`config.mk`:
```
export PLATFORM = sky130hd
export DESIGN_NAME = move_to_front_recent_list_unit
export DESIGN_NICKNAME = d
export VERILOG_FILES = /design/src/design/mtf_pkg.sv /design/src/design/mtf_ctrl.sv /design/src/design/mtf_datapath.sv /design/src/design/move_to_front_recent_list_unit.sv
export SDC_FILE = /design/constraint.sdc
export NUM_CORES = 1
export LEC_CHECK = 0
export ABC_AREA = 1
export BUFFER_PORTS_ARGS = -buffer_cell sky130_fd_sc_hd__buf_2
export CORE_MARGIN = 4
export CORE_UTILIZATION = 46
export CTS_CLUSTER_SIZE = 25
export DETAILED_ROUTE_END_ITERATION = 16
export GPL_TIMING_DRIVEN = 0
export REMOVE_ABC_BUFFERS = 1
export SETUP_SLACK_MARGIN = 0.15
export SLEW_MARGIN = 0
export SYNTH_ARGS = -nofsm -noshare
export SYNTH_HDL_FRONTEND = slang
export SYNTH_SLANG_ARGS = --single-unit
```
`constraint.sdc`:
```
create_clock -name clk -period 10.4 [get_ports clk]
set_input_delay 1.56 -clock clk [delete_from_list [all_inputs] [get_ports clk]]
set_output_delay 1.56 -clock clk [all_outputs]
set_load 0.1 [all_outputs]
```
`src/design/mtf_pkg.sv`:
```
package mtf_pkg;

  localparam int KEY_FIELD_W       = 64;
  localparam int OP_W              = 3;
  localparam int IDX_W             = 4;
  localparam int CNT_W             = 4;
  localparam int IN_TDATA_W        = 72;
  localparam int OUT_TDATA_W       = 72;
  localparam int DEPTH_DEFAULT     = 8;
  localparam int KEY_WIDTH_DEFAULT = 64;

  typedef enum logic [OP_W-1:0] {
    OP_NOTE  = 3'd0,
    OP_LOAD  = 3'd1,
    OP_READ  = 3'd2,
    OP_RESET = 3'd3,
    OP_CLEAR = 3'd4,
    OP_SAVE  = 3'd5
  } op_t;

  // Read address source of the entry memory.
  typedef enum logic [1:0] {
    RA_SEARCH,
    RA_SHIFT,
    RA_INDEX
  } rd_addr_t;

  typedef struct packed {
    logic     capture;   // take a new item into the working registers
    logic     rd_en;     // read the entry memory
    rd_addr_t rd_sel;
    logic     step;      // compare read entry with key, advance on miss
    logic     set_last;  // aim the shift pointer at the slot to vacate
    logic     shift_wr;  // move read entry one slot down, step pointer back
    logic     front_wr;  // write key at the front
    logic     load_wr;   // append key at the end
    logic     finish;    // apply simple ops and load the result register
  } mtf_cmd_t;

  typedef struct packed {
    op_t  op;
    logic key_zero;
    logic search_done;
    logic match;
    logic found;
    logic ptr_zero;
    logic full;
    logic out_free;
  } mtf_status_t;

endpackage

```
`src/design/mtf_ctrl.sv`:
```
module mtf_ctrl
  import mtf_pkg::*;
(
  input  logic        clk,
  input  logic        rst,
  input  logic        in_valid,
  output logic        in_ready,
  input  mtf_status_t status,
  output mtf_cmd_t    cmd
);

  typedef enum logic [3:0] {
    ST_IDLE,
    ST_DECODE,
    ST_SRCH_RD,
    ST_SRCH_CMP,
    ST_PLACE,
    ST_SHIFT_CHK,
    ST_SHIFT_WR,
    ST_FRONT_WR,
    ST_LOAD_WR,
    ST_FINISH
  } state_t;

  state_t state;
  state_t state_next;

  assign in_ready = (state == ST_IDLE);

  always_comb begin
    cmd        = '0;
    cmd.rd_sel = RA_SEARCH;
    state_next = state;
    case (state)
      ST_IDLE: begin
        if (in_valid) begin
          cmd.capture = 1'b1;
          state_next  = ST_DECODE;
        end
      end
      ST_DECODE: begin
        if ((status.op == OP_NOTE || status.op == OP_LOAD) && !status.key_zero) begin
          state_next = ST_SRCH_RD;
        end else if (status.op == OP_READ) begin
          cmd.rd_en  = 1'b1;
          cmd.rd_sel = RA_INDEX;
          state_next = ST_FINISH;
        end else begin
          state_next = ST_FINISH;
        end
      end
      ST_SRCH_RD: begin
        if (status.search_done) begin
          state_next = ST_PLACE;
        end else begin
          cmd.rd_en  = 1'b1;
          cmd.rd_sel = RA_SEARCH;
          state_next = ST_SRCH_CMP;
        end
      end
      ST_SRCH_CMP: begin
        cmd.step   = 1'b1;
        state_next = status.match ? ST_PLACE : ST_SRCH_RD;
      end
      ST_PLACE: begin
        if (status.op == OP_LOAD) begin
          state_next = (status.found || status.full) ? ST_FINISH : ST_LOAD_WR;
        end else if (status.found && status.ptr_zero) begin
          state_next = ST_FINISH;
        end else begin
          cmd.set_last = 1'b1;
          state_next   = ST_SHIFT_CHK;
        end
      end
      ST_SHIFT_CHK: begin
        if (status.ptr_zero) begin
          state_next = ST_FRONT_WR;
        end else begin
          cmd.rd_en  = 1'b1;
          cmd.rd_sel = RA_SHIFT;
          state_next = ST_SHIFT_WR;
        end
      end
      ST_SHIFT_WR: begin
        cmd.shift_wr = 1'b1;
        state_next   = ST_SHIFT_CHK;
      end
      ST_FRONT_WR: begin
        cmd.front_wr = 1'b1;
        state_next   = ST_FINISH;
      end
      ST_LOAD_WR: begin
        cmd.load_wr = 1'b1;
        state_next  = ST_FINISH;
      end
      ST_FINISH: begin
        if (status.out_free) begin
          cmd.finish = 1'b1;
          state_next = ST_IDLE;
        end
      end
      default: begin
        state_next = ST_IDLE;
      end
    endcase
  end

  always_ff @(posedge clk) begin
    if (rst) begin
      state <= ST_IDLE;
    end else begin
      state <= state_next;
    end
  end

endmodule

```
`src/design/mtf_datapath.sv`:
```
module mtf_datapath
  import mtf_pkg::*;
#(
  parameter int DEPTH     = DEPTH_DEFAULT,
  parameter int KEY_WIDTH = KEY_WIDTH_DEFAULT
) (
  input  logic                   clk,
  input  logic                   rst,
  input  mtf_cmd_t               cmd,
  output mtf_status_t            status,
  input  logic [OP_W-1:0]        operation,
  input  logic [KEY_FIELD_W-1:0] entry_key,
  input  logic [IDX_W-1:0]       read_index,
  output logic                   out_valid,
  input  logic                   out_ready,
  output logic [KEY_FIELD_W-1:0] read_key,
  output logic                   read_valid,
  output logic [CNT_W-1:0]       list_count,
  output logic                   dirty_out
);

  localparam int AW = $clog2(DEPTH);

  logic [KEY_WIDTH-1:0] mem [DEPTH];
  logic [KEY_WIDTH-1:0] rd_data;
  logic [KEY_WIDTH-1:0] key_q;
  op_t                  op_q;
  logic [IDX_W-1:0]     idx_q;
  logic [CNT_W-1:0]     ptr;
  logic                 found;
  logic [CNT_W-1:0]     count;
  logic                 dirty;

  logic [CNT_W-1:0]       ptr_inc;
  logic [CNT_W-1:0]       ptr_dec;
  logic [CNT_W-1:0]       count_inc;
  logic [CNT_W-1:0]       last_slot;
  logic                   full;
  logic                   match;
  logic                   rd_hit;
  logic [AW-1:0]          rd_addr;
  logic                   wr_en;
  logic [AW-1:0]          wr_addr;
  logic [KEY_WIDTH-1:0]   wr_data;
  logic [CNT_W-1:0]       count_fin;
  logic                   dirty_fin;
  logic [KEY_FIELD_W-1:0] key_fin;
  logic                   valid_fin;

  assign ptr_inc   = ptr + CNT_W'(1);
  assign ptr_dec   = ptr - CNT_W'(1);
  assign count_inc = count + CNT_W'(1);
  assign full      = (count >= CNT_W'(DEPTH));
  assign last_slot = full ? CNT_W'(DEPTH - 1) : count;
  assign match     = (rd_data == key_q);
  assign rd_hit    = (idx_q < count);

  assign status.op          = op_q;
  assign status.key_zero    = (key_q == '0);
  assign status.search_done = (ptr >= count);
  assign status.match       = match;
  assign status.found       = found;
  assign status.ptr_zero    = (ptr == '0);
  assign status.full        = full;
  assign status.out_free    = !out_valid || out_ready;

  always_comb begin
    case (cmd.rd_sel)
      RA_SEARCH: rd_addr = ptr[AW-1:0];
      RA_SHIFT:  rd_addr = ptr_dec[AW-1:0];
      RA_INDEX:  rd_addr = idx_q[AW-1:0];
      default:   rd_addr = ptr[AW-1:0];
    endcase
  end

  always_comb begin
    wr_en   = cmd.shift_wr || cmd.front_wr || cmd.load_wr;
    wr_addr = '0;
    wr_data = key_q;
    if (cmd.shift_wr) begin
      wr_addr = ptr[AW-1:0];
      wr_data = rd_data;
    end else if (cmd.load_wr) begin
      wr_addr = count[AW-1:0];
    end
  end

  always_comb begin
    count_fin = count;
    dirty_fin = dirty;
    key_fin   = '0;
    valid_fin = 1'b0;
    case (op_q)
      OP_READ: begin
        if (rd_hit) begin
          key_fin[KEY_WIDTH-1:0] = rd_data;
          valid_fin              = 1'b1;
        end
      end
      OP_RESET: begin
        count_fin = '0;
        dirty_fin = 1'b0;
      end
      OP_CLEAR: begin
        count_fin = '0;
        dirty_fin = 1'b1;
      end
      OP_SAVE: begin
        dirty_fin = 1'b0;
      end
      default: begin
      end
    endcase
  end

  always_ff @(posedge clk) begin
    if (rst) begin
      ptr       <= '0;
      found     <= 1'b0;
      count     <= '0;
      dirty     <= 1'b0;
      out_valid <= 1'b0;
    end else begin
      if (cmd.capture) begin
        ptr   <= '0;
        found <= 1'b0;
      end
      if (cmd.step) begin
        if (match) begin
          found <= 1'b1;
        end else begin
          ptr <= ptr_inc;
        end
      end
      if (cmd.set_last && !found) begin
        ptr <= last_slot;
      end
      if (cmd.shift_wr) begin
        ptr <= ptr_dec;
      end
      if (cmd.front_wr) begin
        dirty <= 1'b1;
        if (!found && !full) begin
          count <= count_inc;
        end
      end
      if (cmd.load_wr) begin
        count <= count_inc;
      end
      if (cmd.finish) begin
        count     <= count_fin;
        dirty     <= dirty_fin;
        out_valid <= 1'b1;
      end else if (out_ready) begin
        out_valid <= 1'b0;
      end
    end
  end

  always_ff @(posedge clk) begin
    if (cmd.capture) begin
      op_q  <= op_t'(operation);
      key_q <= entry_key[KEY_WIDTH-1:0];
      idx_q <= read_index;
    end
    if (wr_en) begin
      mem[wr_addr] <= wr_data;
    end
    if (cmd.rd_en) begin
      rd_data <= mem[rd_addr];
    end
    if (cmd.finish) begin
      read_key   <= key_fin;
      read_valid <= valid_fin;
      list_count <= count_fin;
      dirty_out  <= dirty_fin;
    end
  end

endmodule

```
`src/design/move_to_front_recent_list_unit.sv`:
```
// Throughput: one item at a time; the next item is taken once the current one
//   reaches the result register. The single-port entry memory sets the pace.
// Reset: synchronous, active high; clears count, dirty flag and handshakes.
//   Entry storage is not cleared; only positions below count are ever used.
module move_to_front_recent_list_unit
  import mtf_pkg::*;
#(
  parameter int DEPTH     = DEPTH_DEFAULT,     // list slots, 2 to 15
  parameter int KEY_WIDTH = KEY_WIDTH_DEFAULT  // significant key bits, 8 to 64
) (
  input  logic                   clk,
  input  logic                   rst,
  input  logic                   s_axis_tvalid,
  output logic                   s_axis_tready,
  // entry_key [63:0], read_index [67:64], zero pad [71:68]
  input  logic [IN_TDATA_W-1:0]  s_axis_tdata,
  // operation [2:0]
  input  logic [OP_W-1:0]        s_axis_tuser,
  output logic                   m_axis_tvalid,
  input  logic                   m_axis_tready,
  // read_key [63:0], list_count [67:64], dirty_out [68], zero pad [71:69]
  output logic [OUT_TDATA_W-1:0] m_axis_tdata,
  // read_valid [0]
  output logic [0:0]             m_axis_tuser
);

  mtf_cmd_t    cmd;
  mtf_status_t status;

  logic [KEY_FIELD_W-1:0] read_key;
  logic                   read_valid;
  logic [CNT_W-1:0]       list_count;
  logic                   dirty_out;

  // Sequencer: walks the search, shift and write steps of each item.
  mtf_ctrl u_ctrl (
    .clk      (clk),
    .rst      (rst),
    .in_valid (s_axis_tvalid),
    .in_ready (s_axis_tready),
    .status   (status),
    .cmd      (cmd)
  );

  // Entry memory, count, dirty flag and the result register.
  mtf_datapath #(
    .DEPTH     (DEPTH),
    .KEY_WIDTH (KEY_WIDTH)
  ) u_datapath (
    .clk        (clk),
    .rst        (rst),
    .cmd        (cmd),
    .status     (status),
    .operation  (s_axis_tuser),
    .entry_key  (s_axis_tdata[KEY_FIELD_W-1:0]),
    .read_index (s_axis_tdata[KEY_FIELD_W+IDX_W-1:KEY_FIELD_W]),
    .out_valid  (m_axis_tvalid),
    .out_ready  (m_axis_tready),
    .read_key   (read_key),
    .read_valid (read_valid),
    .list_count (list_count),
    .dirty_out  (dirty_out)
  );

  // Pack the result item; pad bits stay zero.
  always_comb begin
    m_axis_tdata = '0;
    m_axis_tdata[KEY_FIELD_W-1:0]                   = read_key;
    m_axis_tdata[KEY_FIELD_W+CNT_W-1:KEY_FIELD_W]   = list_count;
    m_axis_tdata[KEY_FIELD_W+CNT_W]                 = dirty_out;
    m_axis_tuser[0]                                 = read_valid;
  end

endmodule

```
== Word-level counts from Yosys, hierarchy flattened ==
Memories as Yosys holds them, arrays and structs flattened. A register that Yosys moved wholly into a read port is not among the register bits.
Cells that the tools add are included.
Storage, ports and cells
  bits in latches: 0
  output and inout port bits: 75
  word-level logic and storage cells: 118
  memories: 1
  bits in writable memories: 512
  register bits after elaboration: 156
  input port bits: 79
  ROM bits: 0
Operators by class
  multiplexer cells: 52
  shift operators: 0
  divide/modulo/power cells: 0
  eq/ne operators: 19
  $add $sub $neg: 3
  bitwise operators: 0
  reduce and logical (&&, ||, !) cells: 27
  order comparisons: 3
  multipliers: 0
Memories
  u_datapath.mem: depth 8, bits a word 64, read ports 1, clocked after memory_dff 1, write ports 1, RTL line mtf_datapath.sv:24  | logic [KEY_WIDTH-1:0] mem [DEPTH];
Operators by type and width (count)
  $eq A64 B64 Y1: 1
  $logic_not A64 Y1: 1
  $mux W4: 16
  $mux W64: 1
  $pmux W4 S9: 1
  $mux W3: 8
  $mux W1: 23
  $eq A4 B3 Y1 const B: 4
  $pmux W3 S3: 1
  $add A4 B1 Y4 const B: 2
  $eq A4 B2 Y1 const B: 2
  $eq A4 B4 Y1 const B: 2
  $logic_not A4 Y1: 2
  $eq A3 B2 Y1 const B: 2
  $eq A3 B3 Y1 const B: 2
  $pmux W3 S2: 1
  $reduce_and A2 Y1: 3
  $reduce_bool A3 Y1: 2
  $reduce_or A2 Y1: 3
  $logic_or A1 B1 Y1: 5
  $eq A4 B1 Y1 const B: 1
  $ge A4 B4 Y1: 1
  $ge A4 B4 Y1 const B: 1
  $logic_and A1 B1 Y1: 4
  10 further kinds: 15

== Depth between registers and ports, before layout ==
  word-level depth: 8
  mapped depth: 17
  mapped depth without buffers: 15

== Cells and area by module ==
A second synthesis with hierarchy kept.
Unflattened totals
  cell total of the unflattened synthesis: 2373
  area, all modules: 29823.6 um^2
By module, submodules not included
  mtf_datapath: cells an instance 2292, times used 1, area each 29380.7 um^2, seq. area each 21750.9 um^2
  mtf_ctrl: cells an instance 76, times used 1, area each 409.1 um^2, seq. area each 80.1 um^2
  move_to_front_recent_list_unit: cells an instance 5, times used 1, area each 33.8 um^2, seq. area each 0.0 um^2

== Worst setup path before layout ==
No wires, ideal clock.
  path type: reg2reg
  start: register u_ctrl.state[3]
  end: memory u_datapath.mem[0][0] (netlist bit) (enable)
  path slack: 4.539 ns
  setup time: 0.565 ns
  data arrival time: 5.296 ns
  clock period less this slack: 5.861 ns
  stages on the path, launching flop included: 10
  path buffers: 1
  data required time: 9.835 ns
  cells stage by stage: dfxtp_1 > inv_1 > nand2_1 > inv_1 > nand2_1 > buf_2 > o22ai_1 > inv_1 > nand2_1 > nor3_1
Between the ends
  word-level cells in the longest chain between the ends: 6
  elaborated cells between the ends (all ways): 12
  those cells by class: eq/ne: 3; mux: 7; reduce/logical: 2
Ends and longest elaborated chain
  from (decl): RTL line mtf_ctrl.sv:25  | state_t state;
  from (signal assigned): RTL line mtf_ctrl.sv:112  | state <= state_next;
  $eq A4 B3 Y1: RTL line mtf_ctrl.sv:34  | case (state)
  $mux W1: RTL line mtf_ctrl.sv:34
  $logic_or A1 B1 Y1 (2 in series): RTL line mtf_datapath.sv:77  | wr_en = cmd.shift_wr || cmd.front_wr || cmd.load_wr;
  $mux W1: RTL line mtf_datapath.sv:166  | if (wr_en) begin
  $mux W1 (not written as such): RTL line mtf_datapath.sv:167  | mem[wr_addr] <= wr_data;
  to (decl): RTL line mtf_datapath.sv:24
Several ways; a longest one is shown, not always the timed one.

== Final worst setup path ==
  start: register u_ctrl.state[1]
  end: memory u_datapath.mem[3][34] (netlist bit) (enable)
Same word-level chain as after synthesis.

==> impl_metrics.yaml <==
setup_path:
  path_class: "reg -> reg"
  critPathRequiredTime_ps: 10700
  endpoint_kind: "flip-flop"
  worst-path-max-fanout: 80
  start_kind: "flip-flop"
  cp.arrival_ps: 4640
layout:
  most-common-layout-cells: "717 x edfxtp_1, 308 x nor2_1, 306 x o21ai_0"
  layout_commonest_cell: "edfxtp_1"
  nets: 2605
  drive_above_1_share: 0.137
  syn_to_final_growth_pct: 15.2
  diodes: 0
  n_fill_cell: 5294
clock_tree:
  root_buffer: "clkbuf_16"
  postCtsSetupBuffers: 0
  numClockSinks: 732
  cts_resized: 0
  cts_tree: "yes"
  clk_pin_slew_ps: 60
  h-tree-depth: 3
  cts_buffer_depth: 3
  clk_latency_ps: 630
  cts_hold_buf: 0
  cts_buffers: 76
yosys:
  post_synth_instance_area_sq_um: 29900
  syn_inst: 2362
  ys_ff_latch: 732
  synth_area_per_cell_sq_um: 12.6
  ys_types: 40
  yosysWarningCount: 0
  ys_seq_area_frac: 0.731
outcome:
  status: "complete, no violations"
sta:
  rsz0062_at_grt: "false"
  worst_pin_slew_ps: 1220
  finalSetupTns_ps: 0
  drv_slew: 0
  setup_violations: 0
  finClkSkew_ps: 31.4
  fin_hold_ws_ps: 515
  fin_crit_ps: 4340
  relSlewSlack: 0.181
  max_freq_ghz: 0.231
  setup_ws_ps: 6060
  finalHoldViolCount: 0
  fin_crit_sh: 0.417
power_and_ir_drop:
  ir_worst_vdd_v: 0.000113
  leakagePower_nw: 12.5
  power_density_nw_per_um2: 230
  p_total_mw: 7.91
job:
  drv_cap: 0
global_route:
  grt_start_max_net_pins: 155
  first_global_vias: 18386
  grt_first_pass_wirelength_microns: 107000
  track_usage: 0.198
  gr-total-overflow: 0
  antenna_found_initial: 0
routing:
  wl_microns: 70100
  viasPerCell: 5.45
  vias: 18675
  dr.first_iter.drc_count: 1774
  post_drt_wl_per_cell_microns: 20.5
  drc: 0
  detail-route-antenna-nets: 0
  drtPass1Iterations: 5
placement:
  routabilityCongestion: 0.779
  place_ws_ps: 6070
  hpwlAfterDp_microns: 42700
  port_buffers: 146
worst_hold_path:
  min_path_type: "reg -> reg"
floorplan:
  start_util: 0.464
  io_pins: 154
  fp.dieH_microns: 263
  die_x_microns: 263
  num_rows: 93
  dieArea_sq_um: 69100
  coreArea_sq_um: 64300
==> cell type report <==
cell class | instances | area [sq um] | share of cell area
well taps | 855 | 1070 | 0.0311
flip-flops and latches | 732 | 21800 | 0.635
clock inverters | 36 | 270 | 0.00786
multi-input cells | 1341 | 6850 | 0.199
inverters | 167 | 644 | 0.0187
repair buffers | 194 | 1670 | 0.0486
clock buffers | 101 | 2070 | 0.0602
==> flip-flops by register name, indices dropped and copies added, names as in the netlist <==
name                   flops
u_datapath.mem           512
u_datapath.key_q          64
u_datapath.rd_data        64
u_datapath.read_key       64
u_ctrl.state               4
u_datapath.count           4
u_datapath.idx_q           4
u_datapath.list_count      4
u_datapath.ptr             4
u_datapath.op_q            3
u_datapath.dirty           1
u_datapath.dirty_out       1
u_datapath.found           1
u_datapath.out_valid       1
u_datapath.read_valid      1
==> cells in the mapped netlist <==
library cell,n,area share
a21oi_1,14,0.0023
a22oi_2,1,0.00042
a31oi_1,68,0.014
a41oi_1,1,0.00029
buf_1,1,0.00013
buf_12,1,0.00067
buf_2,82,0.014
buf_4,10,0.0025
buf_6,6,0.0023
clkbuf_1,19,0.0024
clkbuf_2,5,0.00084
conb_1,1,0.00013
dfxtp_1,15,0.010
edfxtp_1,717,0.72
ha_1,14,0.0059
inv_1,158,0.020
inv_2,8,0.0010
inv_4,1,0.00021
nand2_1,289,0.036
nand2_2,3,0.00063
nand3_1,27,0.0045
nand3_2,2,0.00067
nand4_1,11,0.0023
nor2_1,315,0.040
nor2_2,19,0.0040
nor2_4,9,0.0034
nor3_1,7,0.0012
nor3_2,1,0.00034
nor4_1,8,0.0017
o2111ai_1,1,0.00029
o211ai_1,2,0.00050
o21a_1,2,0.00050
o21ai_0,306,0.051
o21ai_1,29,0.0049
o21ai_2,1,0.00029
o21bai_1,128,0.032
o22ai_1,66,0.014
o31ai_1,1,0.00025
xnor2_1,1,0.00029
xor2_1,12,0.0035
==> power by group <==
group | internal [mW] | switching [mW] | leakage (nW) | total [mW]
logic | 0.437 | 1.11 | 4.67 | 1.55
clock network | 1.48 | 1.09 | 1.15 | 2.57
registers | 3.67 | 0.119 | 6.63 | 3.79
==> cells by family (layout without fill, tap and decap cells) <==
group	count (synthesis)	count (layout)	share of synthesized area
other cells	1	3	0.000126
xor+xnor	13	13	0.00381
flops	732	732	0.731
compound gates	620	620	0.121
simple gates	691	691	0.0946
buf+inv	291	498	0.0436
fa+ha+maj	14	14	0.00586
==> path summary, 6_finish.rpt <==
| kind | slack (ps) | depth (start not counted) | to | from |
|---|---|---|---|---|
| worst min register to register | 510 | 2 | u_datapath.found | u_datapath.found |
| worst min-delay path | 510 | 2 | u_datapath.found | u_datapath.found |
| worst max register to register | 6060 | 10 | u_datapath.mem[3][34] | u_ctrl.state[1] |
| worst max-delay path | 6060 | 10 | u_datapath.mem[3][34] | u_ctrl.state[1] |
==> through the flow <==
stage                      util  cell area [sq um]  std cells
after CTS                 0.535              34400       3426
after global placement    0.482              31000       3241
after floorplan               -              29200       2240
after global routing      0.535              34400       3426
after detailed placement  0.498              32100       3289
final                     0.535              34400       3426
==> critical path, cell delays in order (launching register included) <==
cell     delay (ps)
dfxtp_1         340
inv_1            90
nor2_1          280
nand2_4         520
inv_1           350
nand2_1          80
o21ai_0         460
inv_1           450
nor2_4          880
buf_12          300
buf_12          220
==> per-layer routing <==
metal | vias to the layer above | share of wire | wire (microns) | global-route usage
met3 | 96 | 0.062 | 4320 | 0.0341
met5 | - | 0 | 0 | 0
met1 | 9258 | 0.44 | 30500 | 0.273
li1 | 8763 | - | - | -
met4 | 0 | 0.021 | 1450 | 0.0543
met2 | 558 | 0.48 | 33800 | 0.328
Note: power is estimated with default switching activity, not from simulation.
